$ cat src/rtl/cks_pkg.sv
package cks_pkg;

    // Default width of the internal send schedule
    localparam int TIME_BITS_DEFAULT = 32;

    // Widths of the ports, payload fields and internal counters
    localparam int NOW_W    = 32;
    localparam int BYTE_W   = 8;
    localparam int PERIOD_W = 16;
    localparam int NIBBLE_W = 4;
    localparam int PHASE_W  = 3;
    localparam int ATT_W    = 9;
    localparam int SIL_W    = 16;
    localparam int CFG_IDX_W  = 3;
    localparam int CFG_DATA_W = 16;

    // Configuration register indexes
    localparam logic [CFG_IDX_W-1:0] CFG_KEEPALIVE_PERIOD = 3'd0;
    localparam logic [CFG_IDX_W-1:0] CFG_QUICK_PERIOD     = 3'd1;
    localparam logic [CFG_IDX_W-1:0] CFG_SILENCE_LIMIT    = 3'd2;
    localparam logic [CFG_IDX_W-1:0] CFG_RESET_COMMAND    = 3'd3;
    localparam logic [CFG_IDX_W-1:0] CFG_CONNECT_COMMAND  = 3'd4;
    localparam logic [CFG_IDX_W-1:0] CFG_DISC_COMMAND     = 3'd5;
    localparam logic [CFG_IDX_W-1:0] CFG_CONN_STATUS      = 3'd6;
    localparam logic [CFG_IDX_W-1:0] CFG_DISC_STATUS      = 3'd7;

    // Link phase codes
    localparam logic [PHASE_W-1:0] PH_INIT         = 3'd0;
    localparam logic [PHASE_W-1:0] PH_CLEARFAULT   = 3'd1;
    localparam logic [PHASE_W-1:0] PH_DISCONNECTED = 3'd2;
    localparam logic [PHASE_W-1:0] PH_CONNECTING   = 3'd3;
    localparam logic [PHASE_W-1:0] PH_CONNECTED1   = 3'd4;
    localparam logic [PHASE_W-1:0] PH_CONNECTED    = 3'd5;

    // Item kinds
    localparam logic KIND_TICK    = 1'b0;
    localparam logic KIND_MESSAGE = 1'b1;

    // Retry limits and saturation points
    localparam logic [ATT_W-1:0] CONNECT_TRIES = 9'd300;
    localparam logic [ATT_W-1:0] FAULT_TRIES   = 9'd4;
    localparam logic [ATT_W-1:0] ATTEMPT_MAX   = 9'd511;
    localparam logic [SIL_W-1:0] SILENCE_MAX   = 16'hffff;

    // Reset values of the configuration registers
    localparam logic [PERIOD_W-1:0] KEEPALIVE_RST = 16'd128;
    localparam logic [PERIOD_W-1:0] QUICK_RST     = 16'd16;
    localparam logic [PERIOD_W-1:0] SILENCE_RST   = 16'd64;
    localparam logic [BYTE_W-1:0]   RESET_CMD_RST = 8'd128;
    localparam logic [BYTE_W-1:0]   CONN_CMD_RST  = 8'd64;
    localparam logic [BYTE_W-1:0]   DISC_CMD_RST  = 8'd0;
    localparam logic [NIBBLE_W-1:0] CONN_STS_RST  = 4'd5;
    localparam logic [NIBBLE_W-1:0] DISC_STS_RST  = 4'd0;

    typedef struct packed {
        logic [PERIOD_W-1:0] keepalive_period;
        logic [PERIOD_W-1:0] quick_period;
        logic [PERIOD_W-1:0] silence_limit;
        logic [BYTE_W-1:0]   reset_command;
        logic [BYTE_W-1:0]   connect_command;
        logic [BYTE_W-1:0]   disconnect_command;
        logic [NIBBLE_W-1:0] connected_status;
        logic [NIBBLE_W-1:0] disconnected_status;
    } cks_cfg_t;

    typedef struct packed {
        logic              kind;
        logic [NOW_W-1:0]  time_now;
        logic [BYTE_W-1:0] status_byte;
        logic [BYTE_W-1:0] fault_byte;
        logic              want_connect;
    } cks_item_t;

    // Input stage to core: a held word and its valid
    typedef struct packed {
        logic      valid;
        cks_item_t item;
    } cks_stage_t;

    typedef struct packed {
        logic               send_now;
        logic [BYTE_W-1:0]  command_code;
        logic               no_response;
        logic [PHASE_W-1:0] link_phase;
        logic [BYTE_W-1:0]  last_status;
    } cks_result_t;

endpackage

$ cat src/rtl/cks_cfg_regs.sv
module cks_cfg_regs (
    input  logic                            aclk,
    input  logic                            aresetn,
    input  logic                            cfg_we,
    input  logic [cks_pkg::CFG_IDX_W-1:0]   cfg_index,
    input  logic [cks_pkg::CFG_DATA_W-1:0]  cfg_wdata,
    output cks_pkg::cks_cfg_t               cfg
);
    import cks_pkg::*;

    cks_cfg_t cfg_reg;

    always_ff @(posedge aclk) begin
        if (!aresetn) begin
            cfg_reg.keepalive_period    <= KEEPALIVE_RST;
            cfg_reg.quick_period        <= QUICK_RST;
            cfg_reg.silence_limit       <= SILENCE_RST;
            cfg_reg.reset_command       <= RESET_CMD_RST;
            cfg_reg.connect_command     <= CONN_CMD_RST;
            cfg_reg.disconnect_command  <= DISC_CMD_RST;
            cfg_reg.connected_status    <= CONN_STS_RST;
            cfg_reg.disconnected_status <= DISC_STS_RST;
        end else if (cfg_we) begin
            unique case (cfg_index)
                CFG_KEEPALIVE_PERIOD: cfg_reg.keepalive_period <= cfg_wdata;
                CFG_QUICK_PERIOD:     cfg_reg.quick_period     <= cfg_wdata;
                CFG_SILENCE_LIMIT:    cfg_reg.silence_limit    <= cfg_wdata;
                CFG_RESET_COMMAND:    cfg_reg.reset_command    <= cfg_wdata[BYTE_W-1:0];
                CFG_CONNECT_COMMAND:  cfg_reg.connect_command  <= cfg_wdata[BYTE_W-1:0];
                CFG_DISC_COMMAND:     cfg_reg.disconnect_command <= cfg_wdata[BYTE_W-1:0];
                CFG_CONN_STATUS:      cfg_reg.connected_status <= cfg_wdata[NIBBLE_W-1:0];
                CFG_DISC_STATUS:      cfg_reg.disconnected_status <= cfg_wdata[NIBBLE_W-1:0];
                default: ;
            endcase
        end
    end

    assign cfg = cfg_reg;

endmodule

$ cat src/rtl/cks_in_stage.sv
module cks_in_stage (
    input  logic                aclk,
    input  logic                aresetn,
    input  logic                s_valid,
    output logic                s_ready,
    input  cks_pkg::cks_item_t  s_item,
    input  logic                take,
    output cks_pkg::cks_stage_t stage
);
    import cks_pkg::*;

    logic      valid_reg;
    cks_item_t item_reg;

    // Refill when empty or when the held word moves on this cycle
    assign s_ready = !valid_reg || take;

    always_ff @(posedge aclk) begin
        if (!aresetn) begin
            valid_reg <= 1'b0;
        end else if (s_ready) begin
            valid_reg <= s_valid;
        end
    end

    always_ff @(posedge aclk) begin
        if (s_valid && s_ready) begin
            item_reg <= s_item;
        end
    end

    assign stage.valid = valid_reg;
    assign stage.item  = item_reg;

endmodule

$ cat src/rtl/cks_core.sv
module cks_core #(
    parameter int TIME_BITS = cks_pkg::TIME_BITS_DEFAULT
) (
    input  logic                 aclk,
    input  logic                 aresetn,
    input  cks_pkg::cks_cfg_t    cfg,
    input  cks_pkg::cks_stage_t  stage,
    output logic                 take,
    output logic                 m_valid,
    input  logic                 m_ready,
    output cks_pkg::cks_result_t result
);
    import cks_pkg::*;

    localparam int NOW_KEEP = (TIME_BITS < NOW_W) ? TIME_BITS : NOW_W;

    logic [PHASE_W-1:0]   phase_reg, phase_next;
    logic [BYTE_W-1:0]    cmd_reg, cmd_next;
    logic [ATT_W-1:0]     attempt_reg, attempt_next;
    logic [TIME_BITS-1:0] nst_reg, nst_next;
    logic [SIL_W-1:0]     sil_reg, sil_next;
    logic                 silent_reg, silent_next;
    logic [BYTE_W-1:0]    rx_reg, rx_next;
    logic                 send;

    logic                 out_valid_reg;
    cks_result_t          result_reg;

    logic [TIME_BITS-1:0] now;
    logic [TIME_BITS-1:0] due_gap;
    logic                 due;
    logic [TIME_BITS-1:0] keep_time;
    logic [TIME_BITS-1:0] quick_time;
    logic [SIL_W-1:0]     sil_inc;
    logic [ATT_W-1:0]     attempt_inc;
    logic                 nibble_ok;

    assign take = stage.valid && (!out_valid_reg || m_ready);

    // Fold the tick counter into the schedule width
    always_comb begin
        now = '0;
        now[NOW_KEEP-1:0] = stage.item.time_now[NOW_KEEP-1:0];
    end

    assign keep_time   = now + TIME_BITS'(cfg.keepalive_period);
    assign quick_time  = now + TIME_BITS'(cfg.quick_period);
    assign due_gap     = nst_reg - now;
    assign due         = (due_gap == '0) || due_gap[TIME_BITS-1];
    assign sil_inc     = (sil_reg == SILENCE_MAX) ? sil_reg : sil_reg + 1'b1;
    assign attempt_inc = (attempt_reg == ATTEMPT_MAX) ? attempt_reg : attempt_reg + 1'b1;
    assign nibble_ok   = (stage.item.status_byte[NIBBLE_W-1:0] == cfg.connected_status);

    always_comb begin
        phase_next   = phase_reg;
        cmd_next     = cmd_reg;
        attempt_next = attempt_reg;
        nst_next     = nst_reg;
        sil_next     = sil_reg;
        silent_next  = silent_reg;
        rx_next      = rx_reg;
        send         = 1'b0;

        if (stage.item.kind == KIND_TICK) begin
            sil_next = sil_inc;
            if (sil_inc >= cfg.silence_limit) begin
                silent_next = 1'b1;
            end
            if (phase_reg == PH_INIT) begin
                nst_next     = keep_time;
                cmd_next     = cfg.reset_command;
                attempt_next = '0;
                send         = 1'b1;
                phase_next   = PH_CLEARFAULT;
            end else if (due) begin
                nst_next = keep_time;
                send     = 1'b1;
            end
        end else begin
            sil_next    = '0;
            silent_next = 1'b0;
            rx_next     = stage.item.status_byte;
            nst_next    = quick_time;
            if (!stage.item.want_connect) begin
                cmd_next   = cfg.reset_command;
                phase_next = PH_CLEARFAULT;
            end else begin
                unique case (phase_reg)
                    PH_CLEARFAULT: begin
                        if ((stage.item.fault_byte != '0) && (attempt_inc > FAULT_TRIES)) begin
                            // Fault with the attempt count past the retry limit: restart the count, stay
                            attempt_next = '0;
                        end else begin
                            cmd_next     = cfg.disconnect_command;
                            attempt_next = '0;
                            phase_next   = PH_DISCONNECTED;
                        end
                    end
                    PH_CONNECTING: begin
                        cmd_next = cfg.connect_command;
                        if (!nibble_ok) begin
                            attempt_next = attempt_inc;
                            if (attempt_inc > CONNECT_TRIES) begin
                                phase_next = PH_INIT;
                            end
                        end else begin
                            phase_next = PH_CONNECTED1;
                        end
                    end
                    PH_CONNECTED1:   phase_next = PH_CONNECTED;
                    PH_CONNECTED: begin
                        if (!nibble_ok) begin
                            phase_next = PH_DISCONNECTED;
                        end
                    end
                    PH_DISCONNECTED: phase_next = PH_CONNECTING;
                    default: ;
                endcase
            end
        end
    end

    always_ff @(posedge aclk) begin
        if (!aresetn) begin
            phase_reg   <= PH_INIT;
            cmd_reg     <= '0;
            attempt_reg <= '0;
            nst_reg     <= '0;
            sil_reg     <= '0;
            silent_reg  <= 1'b1;
            rx_reg      <= '0;
        end else if (take) begin
            phase_reg   <= phase_next;
            cmd_reg     <= cmd_next;
            attempt_reg <= attempt_next;
            nst_reg     <= nst_next;
            sil_reg     <= sil_next;
            silent_reg  <= silent_next;
            rx_reg      <= rx_next;
        end
    end

    always_ff @(posedge aclk) begin
        if (!aresetn) begin
            out_valid_reg <= 1'b0;
        end else if (take) begin
            out_valid_reg <= 1'b1;
        end else if (m_ready) begin
            out_valid_reg <= 1'b0;
        end
    end

    always_ff @(posedge aclk) begin
        if (take) begin
            result_reg.send_now     <= send;
            result_reg.command_code <= cmd_next;
            result_reg.no_response  <= silent_next;
            result_reg.link_phase   <= phase_next;
            result_reg.last_status  <= rx_next;
        end
    end

    assign m_valid = out_valid_reg;
    assign result  = result_reg;

endmodule

$ cat src/rtl/contactor_keepalive_sequencer.sv
// Contactor keepalive sequencer.
// Input channel (s_valid/s_ready): one word per event. s_kind low is a time
// tick carrying the free-running tick count in s_time_now; s_kind high is a
// status message from the contactor (s_status_byte, s_fault_byte) together
// with the host's s_want_connect request.
// Result channel (m_valid/m_ready): one word per input word, in order. It
// flags whether the keepalive command goes out now (m_send_now), gives the
// current command byte, the no-response flag, the link phase and the last
// status byte seen.
// Configuration: cfg_we writes cfg_wdata into register cfg_index (periods,
// silence limit, command bytes, status nibbles). Write only while idle.
// Timing: an accepted word is held in the input register; the state update
// and the result register load happen when the core takes it from there,
// so the input and result registers lie between a word and its result.
// One word per cycle is sustained while m_ready stays high.
// Reset (aresetn low, synchronous): phase init, command and counters zero,
// no-response set, registers back to their defaults, both channels empty.
// Stall: while m_ready is low the result holds; one more word waits in the
// input register, then s_ready drops until the result is taken.
module contactor_keepalive_sequencer #(
    parameter int TIME_BITS = cks_pkg::TIME_BITS_DEFAULT
) (
    input  logic                              aclk,
    input  logic                              aresetn,

    input  logic                              cfg_we,
    input  logic [cks_pkg::CFG_IDX_W-1:0]     cfg_index,
    input  logic [cks_pkg::CFG_DATA_W-1:0]    cfg_wdata,

    input  logic                              s_valid,
    output logic                              s_ready,
    input  logic                              s_kind,
    input  logic [cks_pkg::NOW_W-1:0]         s_time_now,
    input  logic [cks_pkg::BYTE_W-1:0]        s_status_byte,
    input  logic [cks_pkg::BYTE_W-1:0]        s_fault_byte,
    input  logic                              s_want_connect,

    output logic                              m_valid,
    input  logic                              m_ready,
    output logic                              m_send_now,
    output logic [cks_pkg::BYTE_W-1:0]        m_command_code,
    output logic                              m_no_response,
    output logic [cks_pkg::PHASE_W-1:0]       m_link_phase,
    output logic [cks_pkg::BYTE_W-1:0]        m_last_status
);
    import cks_pkg::*;

    cks_cfg_t    cfg;
    cks_item_t   s_item;
    cks_stage_t  stage;
    cks_result_t result;
    logic        take;

    // Gather the input word
    assign s_item.kind         = s_kind;
    assign s_item.time_now     = s_time_now;
    assign s_item.status_byte  = s_status_byte;
    assign s_item.fault_byte   = s_fault_byte;
    assign s_item.want_connect = s_want_connect;

    cks_cfg_regs u_cfg (
        .aclk      (aclk),
        .aresetn   (aresetn),
        .cfg_we    (cfg_we),
        .cfg_index (cfg_index),
        .cfg_wdata (cfg_wdata),
        .cfg       (cfg)
    );

    // Hold one word ahead of the sequencer
    cks_in_stage u_in (
        .aclk    (aclk),
        .aresetn (aresetn),
        .s_valid (s_valid),
        .s_ready (s_ready),
        .s_item  (s_item),
        .take    (take),
        .stage   (stage)
    );

    // Advance the link sequence and load the result register
    cks_core #(
        .TIME_BITS (TIME_BITS)
    ) u_core (
        .aclk    (aclk),
        .aresetn (aresetn),
        .cfg     (cfg),
        .stage   (stage),
        .take    (take),
        .m_valid (m_valid),
        .m_ready (m_ready),
        .result  (result)
    );

    // Spread the result word over the ports
    assign m_send_now     = result.send_now;
    assign m_command_code = result.command_code;
    assign m_no_response  = result.no_response;
    assign m_link_phase   = result.link_phase;
    assign m_last_status  = result.last_status;

endmodule

$ cat config.mk
export PLATFORM = sky130hd
export DESIGN_NAME = contactor_keepalive_sequencer
export DESIGN_NICKNAME = d
export VERILOG_FILES = /design/src/rtl/cks_pkg.sv /design/src/rtl/cks_cfg_regs.sv /design/src/rtl/cks_in_stage.sv /design/src/rtl/cks_core.sv /design/src/rtl/contactor_keepalive_sequencer.sv
export SDC_FILE = /design/constraint.sdc
export NUM_CORES = 1
export LEC_CHECK = 0
export BUFFER_PORTS_ARGS = -buffer_cell sky130_fd_sc_hd__clkbuf_2
export CORE_MARGIN = 5
export CORE_UTILIZATION = 50
export DETAILED_ROUTE_END_ITERATION = 6
export GPL_ROUTABILITY_DRIVEN = 0
export PLACE_DENSITY = 0.73
export SETUP_SLACK_MARGIN = 0.3
export SKIP_LAST_GASP = 1
export SYNTH_ARGS = -nofsm -noshare
export SYNTH_HDL_FRONTEND = slang
export SYNTH_SLANG_ARGS = --single-unit
$ cat constraint.sdc
create_clock -name aclk -period 8.5 [get_ports aclk]
set_clock_uncertainty 0.15 [all_clocks]
set_input_delay 1.275 -clock aclk [delete_from_list [all_inputs] [get_ports aclk]]
set_output_delay 1.275 -clock aclk [all_outputs]
set_load 0.02 [all_outputs]
==> reports/metrics.csv, run 1 <==
stage,metric,value,unit
worst_setup_path,endpoint_kind,flip-flop,
power_and_ir_drop,total_power,2660,uW
timing,slew_viol_final,0,
clock_tree,ctsResizeCount,0,
logic_synthesis,synth_common_cells,"nand2_1 (295), a21oi_1 (155), dfxtp_1 (155)",
logic_synthesis,synth_fp_nets,1679,
clock_tree,cts_tree,done,
logic_synthesis,ys.flop_type,dfxtp_1,
global_routing,grt_pass1_vias,10600,
cells_and_area,diodes,0,
timing,timing.fmax,232,MHz
power_and_ir_drop,p_sw_share,26.7,%
logic_synthesis,ys_seq_area_share,40.2,%
detailed_routing,ant_nets,0,
worst_setup_path,max_stage_delay,0.60,ns
logic_synthesis,synth-seq-cells,226,
worst_setup_path,critPathRequiredTime,8.79,ns
clock_tree,cts_root_buf,clkbuf_16,
timing,period_share,50.8,%
logic_synthesis,yosys.cell_count.top_type,nand2_1,
floorplanning,ios,97,
timing,setup_viol,0,
cells_and_area,drive_above_1_share,11.6,%
power_and_ir_drop,cellLeakagePower,0.00584,uW
floorplanning,dieHeight,171,um
power_and_ir_drop,p_comb_share,14.2,%
worst_setup_path,cpMostUsedCell,a211oi_1,
logic_synthesis,yosysTopAreaCellShare,23.8,%
global_routing,track_usage,21.9,%
detailed_routing,wirelength,33200,um
placement,pre_cts_ws,4.23,ns
floorplanning,num_rows,59,
logic_synthesis,synth_cell_types,85,
detailed_routing,via_count,11300,
cells_and_area,register_area,5240,um^2
power_and_ir_drop,ir_drop,0.000146,V
logic_synthesis,ys.warnings.count,0,
placement,portBuffers,96,
clock_tree,postCtsSetupBuffers,0,
clock_tree,cts_made_buffers,25,
logic_synthesis,synth.largest_area_cell,dfxtp_1,
worst_setup_path,arrival,4.61,ns
clock_tree,path_clk_slew,0.06,ns
power_and_ir_drop,internal_power,1950,uW
timing,hold_violations,0,
power_and_ir_drop,sequentialPowerShare,44.8,%
detailed_routing,routedWlPerCell,17.1,um
timing,min_period,4.32,ns
floorplanning,die_x,171,um
cells_and_area,nFillCells,2394,
cells_and_area,multi_input_area,7170,um^2
cells_and_area,largest_reg_flops,76,
worst_setup_path,crit_type,flip-flop to flip-flop,
job,maxCapViolCount,0,
logic_synthesis,async_flop_share,0,%
clock_tree,cts.sinks,226,
floorplanning,core,25800,um^2
logic_synthesis,synth_area_leaders,"dfxtp_1 (24%), edfxtp_1 (16%), nand2_1 (8.5%)",
detailed_routing,dr.pass1.iters,6,
detailed_routing,via_per_inst,5.82,
logic_synthesis,synth_edf_count,71,
clock_tree,hold_buffers,0,
logic_synthesis,avgSynthCellArea,8.47,um^2
timing,fin_ws,4.18,ns
clock_tree,cts_buffer_depth,3,
placement,place_hpwl,23500,um
global_routing,grt_max_degree,109,
floorplanning,start_util,50.4,%
power_and_ir_drop,power.switching,710,uW
detailed_routing,drc_errors,0,
global_routing,grt_pass1_wl,53200,um
logic_synthesis,synth_area,13000,um^2
timing,worst_slew_pin_slew,1.24,ns
timing,slew_headroom,16.5,%
cells_and_area,final_cell_area,14500,um^2
worst_setup_path,cp_max_fo,29,
outcome,status,"finished, final reports clean",
clock_tree,htreeDepth,1,
worst_setup_path,worstPathCellList,ha_1 > fa_1 > nand2b_1 > a21oi_1 > a21oi_2 > a211oi_1 > or3_1 > xor2_1 > a2111oi_0 > and4_4 > o31ai_4 > buf_4 > a211oi_1,
power_and_ir_drop,clkPwrFrac,41.1,%
timing,tns,0,ns
power_and_ir_drop,pwr_density_cell,183,nW/um^2
global_routing,antenna_found_initial,0,
hold_path,worstHoldPathType,flip-flop to flip-flop,
floorplanning,die_area,29400,um^2
placement,place_area,13700,um^2
global_routing,grt_remaining_overflow,0,
worst_setup_path,slowest_stage,a2111oi_0,
timing,grt_setup_unrepaired,no,
cells_and_area,areaGrowthSynthToFinish,11.3,%
cells_and_area,nets,1730,
logic_synthesis,synthCells,1538,
detailed_routing,drt_iter0_markers,712,
worst_setup_path,worst_setup_path_start_kind,flip-flop,
clock_tree,clk_latency,0.53,ns
## metrics by stage
| step | util [%] | instances | hold slack (ns) |
|---|---|---|---|
| finish | 56.1 | 1943 | 0.299 |
| global route | 56.1 | 1943 | 0.319 |
| CTS | 56.1 | 1943 | 0.301 |
| detailed placement | 52.9 | 1897 | 0.293 |
| global placement | 52.9 | 1897 | 0.288 |
| floorplan | - | 1538 | 0.281 |
## power by group through the flow
stage	Sequential [uW]	Combinational [uW]	Clock [uW]
6_report	1190	376	1090
5_1_grt	1190	414	1160
4_1_cts	1190	373	1110
3_5_place_dp	1210	370	0
3_3_place_gp	1210	364	0
2_1_floorplan	1210	269	0
## cells by family (layout without fill, tap and decap cells)
family	Yosys count	count (layout)	synth area share [%]
AND/OR/NAND/NOR	572	572	19.8
AO/OA/AOI/OAI	405	405	20.3
XOR/XNOR	45	45	3.08
multiplexers	64	64	5.18
flip-flops	226	226	40.2
buffers and inverters	159	229	4.89
adder cells (fa/ha/maj)	67	67	6.55
## layout make-up
cell class,instances,area share (%)
Multi-Input combinational cell,1153,49.4
Clock inverter,16,1.21
Timing Repair Buffer,107,3.88
Sequential cell,226,36.1
Tap cell,335,2.89
Clock buffer,30,4.51
Inverter,76,1.98
## layer usage
metal	GRT usage, %	wire (um)	vias to the layer above
met5	0	0	-
met4	6.82	1000	0
met3	2.90	1840	73
met2	37.3	15800	339
met1	28.9	14500	5295
li1	-	-	5610
## layout by cell type, fill, tap and decap left out, types with 34 or more instances in the layout
cell type  instances
ha_1              65
o21ai_0           63
edfxtp_1          71
nor2_1            88
clkbuf_2          96
inv_1             73
a21oi_1          155
dfxtp_1          155
nand3_1           34
mux2i_1           37
nand2_1          295
## path summary, 6_finish.rpt
| check | from | cells past startpoint | end | slack [ns] |
|---|---|---|---|---|
| worst max-delay path | u_in.stage[17]$_DFFE_PP_ | 13 | u_core.nst_reg[1]$_SDFFE_PN0P_ | 4.18 |
| worst min-delay path | u_cfg.cfg[12]$_SDFFE_PN0P_ | 2 | u_cfg.cfg[12]$_SDFFE_PN0P_ | 0.30 |
| worst max register to register | u_in.stage[17]$_DFFE_PP_ | 13 | u_core.nst_reg[1]$_SDFFE_PN0P_ | 4.18 |
| worst min register to register | u_cfg.cfg[12]$_SDFFE_PN0P_ | 2 | u_cfg.cfg[12]$_SDFFE_PN0P_ | 0.30 |
## critical path, delay by kind of cell, from the launching register on
family                   cells  cell delay, ns
AO/OA/AOI/OAI                6            1.78
XOR/XNOR                     1            0.06
adder cells (fa/ha/maj)      2            0.67
buffers and inverters        1            0.32
flip-flops                   1            0.46
AND/OR/NAND/NOR              3            0.76
Power figures use the tool's default switching activity.
==> run 2: changes to the inputs <==
- clock period: 8.5 -> 4.1 ns (I/O delays scaled with it)
==> run 2 against run 1 <==
Compared with the run above:
- clock-buffer cell count rose by 8
- combinational power rose by 140%
- global-route usage rose by 0.42 points
- total power rose by 110%
- critical path type unchanged
==> reports/metrics.csv, run 2 (synthesis gave the netlist of run 1 again) <==
stage,metric,value,unit,change
outcome,status,"finished, final reports clean",,unchanged
cells_and_area,nFillCells,2244,,was 2394
timing,setup_viol,0,,unchanged
cells_and_area,drive_above_1_share,18.3,%,was 11.6%
floorplanning,num_rows,59,,unchanged
job,maxCapViolCount,0,,unchanged
worst_setup_path,worst_setup_path_start_kind,flip-flop,,unchanged
placement,portBuffers,96,,unchanged
detailed_routing,wirelength,34500,um,was 33200 um
hold_path,hold_path_depth,1,,was 2
timing,worst_slew_pin_slew,1.27,ns,was 1.24 ns
placement,pre_cts_ws,0.131,ns,was 4.23 ns
worst_setup_path,critPathRequiredTime,4.35,ns,was 8.79 ns
clock_tree,clk_latency,0.53,ns,about the same
cells_and_area,final_cell_mix,"nand2_1 (290), dfxtp_1 (153), a21oi_1 (144)",,"was nand2_1 (295), a21oi_1 (155), dfxtp_1 (155)"
timing,period_share,92.1,%,was 50.8%
timing,slew_viol_final,0,,unchanged
power_and_ir_drop,pwr_density_cell,371,nW/um^2,was 183 nW/um^2
global_routing,grt_pass1_vias,11200,,was 10600
clock_tree,cts_buffer_depth,3,,unchanged
detailed_routing,via_count,11800,,was 11300
cells_and_area,largest_reg_flops,76,,unchanged
timing,grt_setup_unrepaired,yes,,was no
clock_tree,hold_buffers,0,,unchanged
detailed_routing,routedWlPerCell,17.4,um,was 17.1 um
power_and_ir_drop,ir_drop,0.000313,V,was 0.000146 V
detailed_routing,drc_errors,0,,unchanged
timing,hold_violations,0,,unchanged
timing,slew_headroom,15.3,%,was 16.5%
worst_setup_path,ff2ff_path_depth,14,,was 13
detailed_routing,drt_iter0_markers,977,,was 712
global_routing,antenna_found_initial,0,,unchanged
global_routing,grt_max_degree,78,,was 109
global_routing,grt_remaining_overflow,0,,unchanged
power_and_ir_drop,cellLeakagePower,0.00609,uW,was 0.00584 uW
detailed_routing,via_per_inst,5.96,,was 5.82
detailed_routing,ant_nets,0,,unchanged
worst_setup_path,arrival,4.02,ns,was 4.61 ns
global_routing,grt_pass1_wl,54600,um,was 53200 um
floorplanning,core,25800,um^2,unchanged
floorplanning,ios,97,,unchanged
detailed_routing,dr.pass1.iters,6,,unchanged
worst_setup_path,crit_type,flip-flop to flip-flop,,unchanged
timing,min_period,3.78,ns,was 4.32 ns
cells_and_area,areaGrowthSynthToFinish,17.5,%,was 11.3%
clock_tree,cts_made_buffers,25,,unchanged
clock_tree,cts_root_buf,clkbuf_16,,unchanged
placement,place_hpwl,23800,um,was 23500 um
clock_tree,htreeDepth,1,,unchanged
floorplanning,dieHeight,171,um,unchanged
clock_tree,cts_tree,done,,unchanged
worst_setup_path,endpoint_kind,flip-flop,,unchanged
clock_tree,path_clk_slew,0.06,ns,about the same
timing,timing.fmax,265,MHz,was 232 MHz
cells_and_area,final_common_cell,nand2_1,,unchanged
floorplanning,start_util,50.4,%,unchanged
cells_and_area,nets,1764,,was 1730
global_routing,track_usage,22.3,%,was 21.9%
clock_tree,cts.sinks,226,,unchanged
timing,tns,0,ns,unchanged
timing,fin_ws,0.322,ns,was 4.18 ns
floorplanning,die_x,171,um,unchanged
cells_and_area,diodes,0,,unchanged
hold_path,worstHoldPathType,input pin to flip-flop,,was flip-flop to flip-flop
floorplanning,die_area,29400,um^2,unchanged
worst_setup_path,cp_max_fo,8,,was 29
==> run 2: cell types whose count changed in the layout (fill, tap and decap cells not counted), sizes merged <==
cell	previous run	this run
buf	11	44
bufinv	3	2
clkbuf	126	135
clkinv	11	7
clkinvlp	3	0
==> run 2: report_power, final <==
group          switching [uW]  internal, uW
clock network             902          1410
registers                59.3          2410
logic                     533           364
total                    1490          4180
==> run 2: per-layer routing <==
metal  global-route usage [%]  up-vias  share of wire, %  routed length, um
li1                         -     5690                 -                  -
met1                     29.2     5558                42              14600
met2                     37.5      444                47              16300
met3                     4.05       92               7.3               2520
met4                     7.03        0               2.9                996
met5                        0        -                 0                  0
==> run 2: layout make-up <==
| type | count | area, um^2 | share of cell area, % |
|---|---|---|---|
| clock inverter | 8 | 96.3 | 0.629 |
| timing repair buffer | 141 | 886 | 5.79 |
| tap | 335 | 419 | 2.74 |
| sequential | 226 | 5240 | 34.2 |
| clock buffer | 38 | 766 | 5.00 |
| inverter | 76 | 285 | 1.86 |
| multi-input combinational | 1153 | 7620 | 49.8 |
==> run 2: worst max-delay path: stages, from the launching register on <==
cell and delay [ns]:
edfxtp_1 0.41, inv_1 0.15, ha_4 0.25, nand3_2 0.16, o32a_1 0.29, buf_4 0.15, nand2_1 0.10, or3_1 0.34
a222oi_1 0.34, nand4_1 0.16, nor4_2 0.33, and4_4 0.32, o31ai_4 0.12, clkbuf_16 0.24, mux2i_1 0.12
==> run 2: path summary, 6_finish.rpt <==
kind                                               startpoint                               to  slack, ns
worst max-delay path                 u_in.stage[26]$_DFFE_PP_  u_core.nst_reg[22]$_SDFFE_PN0P_       0.32
worst max register to register       u_in.stage[26]$_DFFE_PP_  u_core.nst_reg[22]$_SDFFE_PN0P_       0.32
worst min-delay path                           s_time_now[15]         u_in.stage[32]$_DFFE_PP_       0.11
worst min register to register  u_core.rx_reg[2]$_SDFFE_PN0P_    u_core.rx_reg[2]$_SDFFE_PN0P_       0.30
==> run 2: through the flow <==
step | util [%] | cell area [um^2] | cells | hold WS [ns] | power (uW)
2_1_floorplan | - | 13000 | 1538 | 0.281 | 3060
3_3_place_gp | 53.5 | 13800 | 1911 | 0.289 | 3280
3_5_place_dp | 53.5 | 13800 | 1911 | 0.294 | 3290
4_1_cts | 57.0 | 14700 | 1957 | 0.0931 | 5620
5_1_grt | 59.2 | 15300 | 1977 | 0.102 | 5910
6_report | 59.2 | 15300 | 1977 | 0.109 | 5670
==> run 2: repair_timing <==
| action | 4_1_cts | 5_1_grt |
|---|---|---|
| resized for setup | 16 | 90 |
| setup buffers | 0 | 19 |
| setup endpoints to repair | 32 | 35 |
| gates cloned | 0 | 1 |
| pin swaps | 2 | 10 |
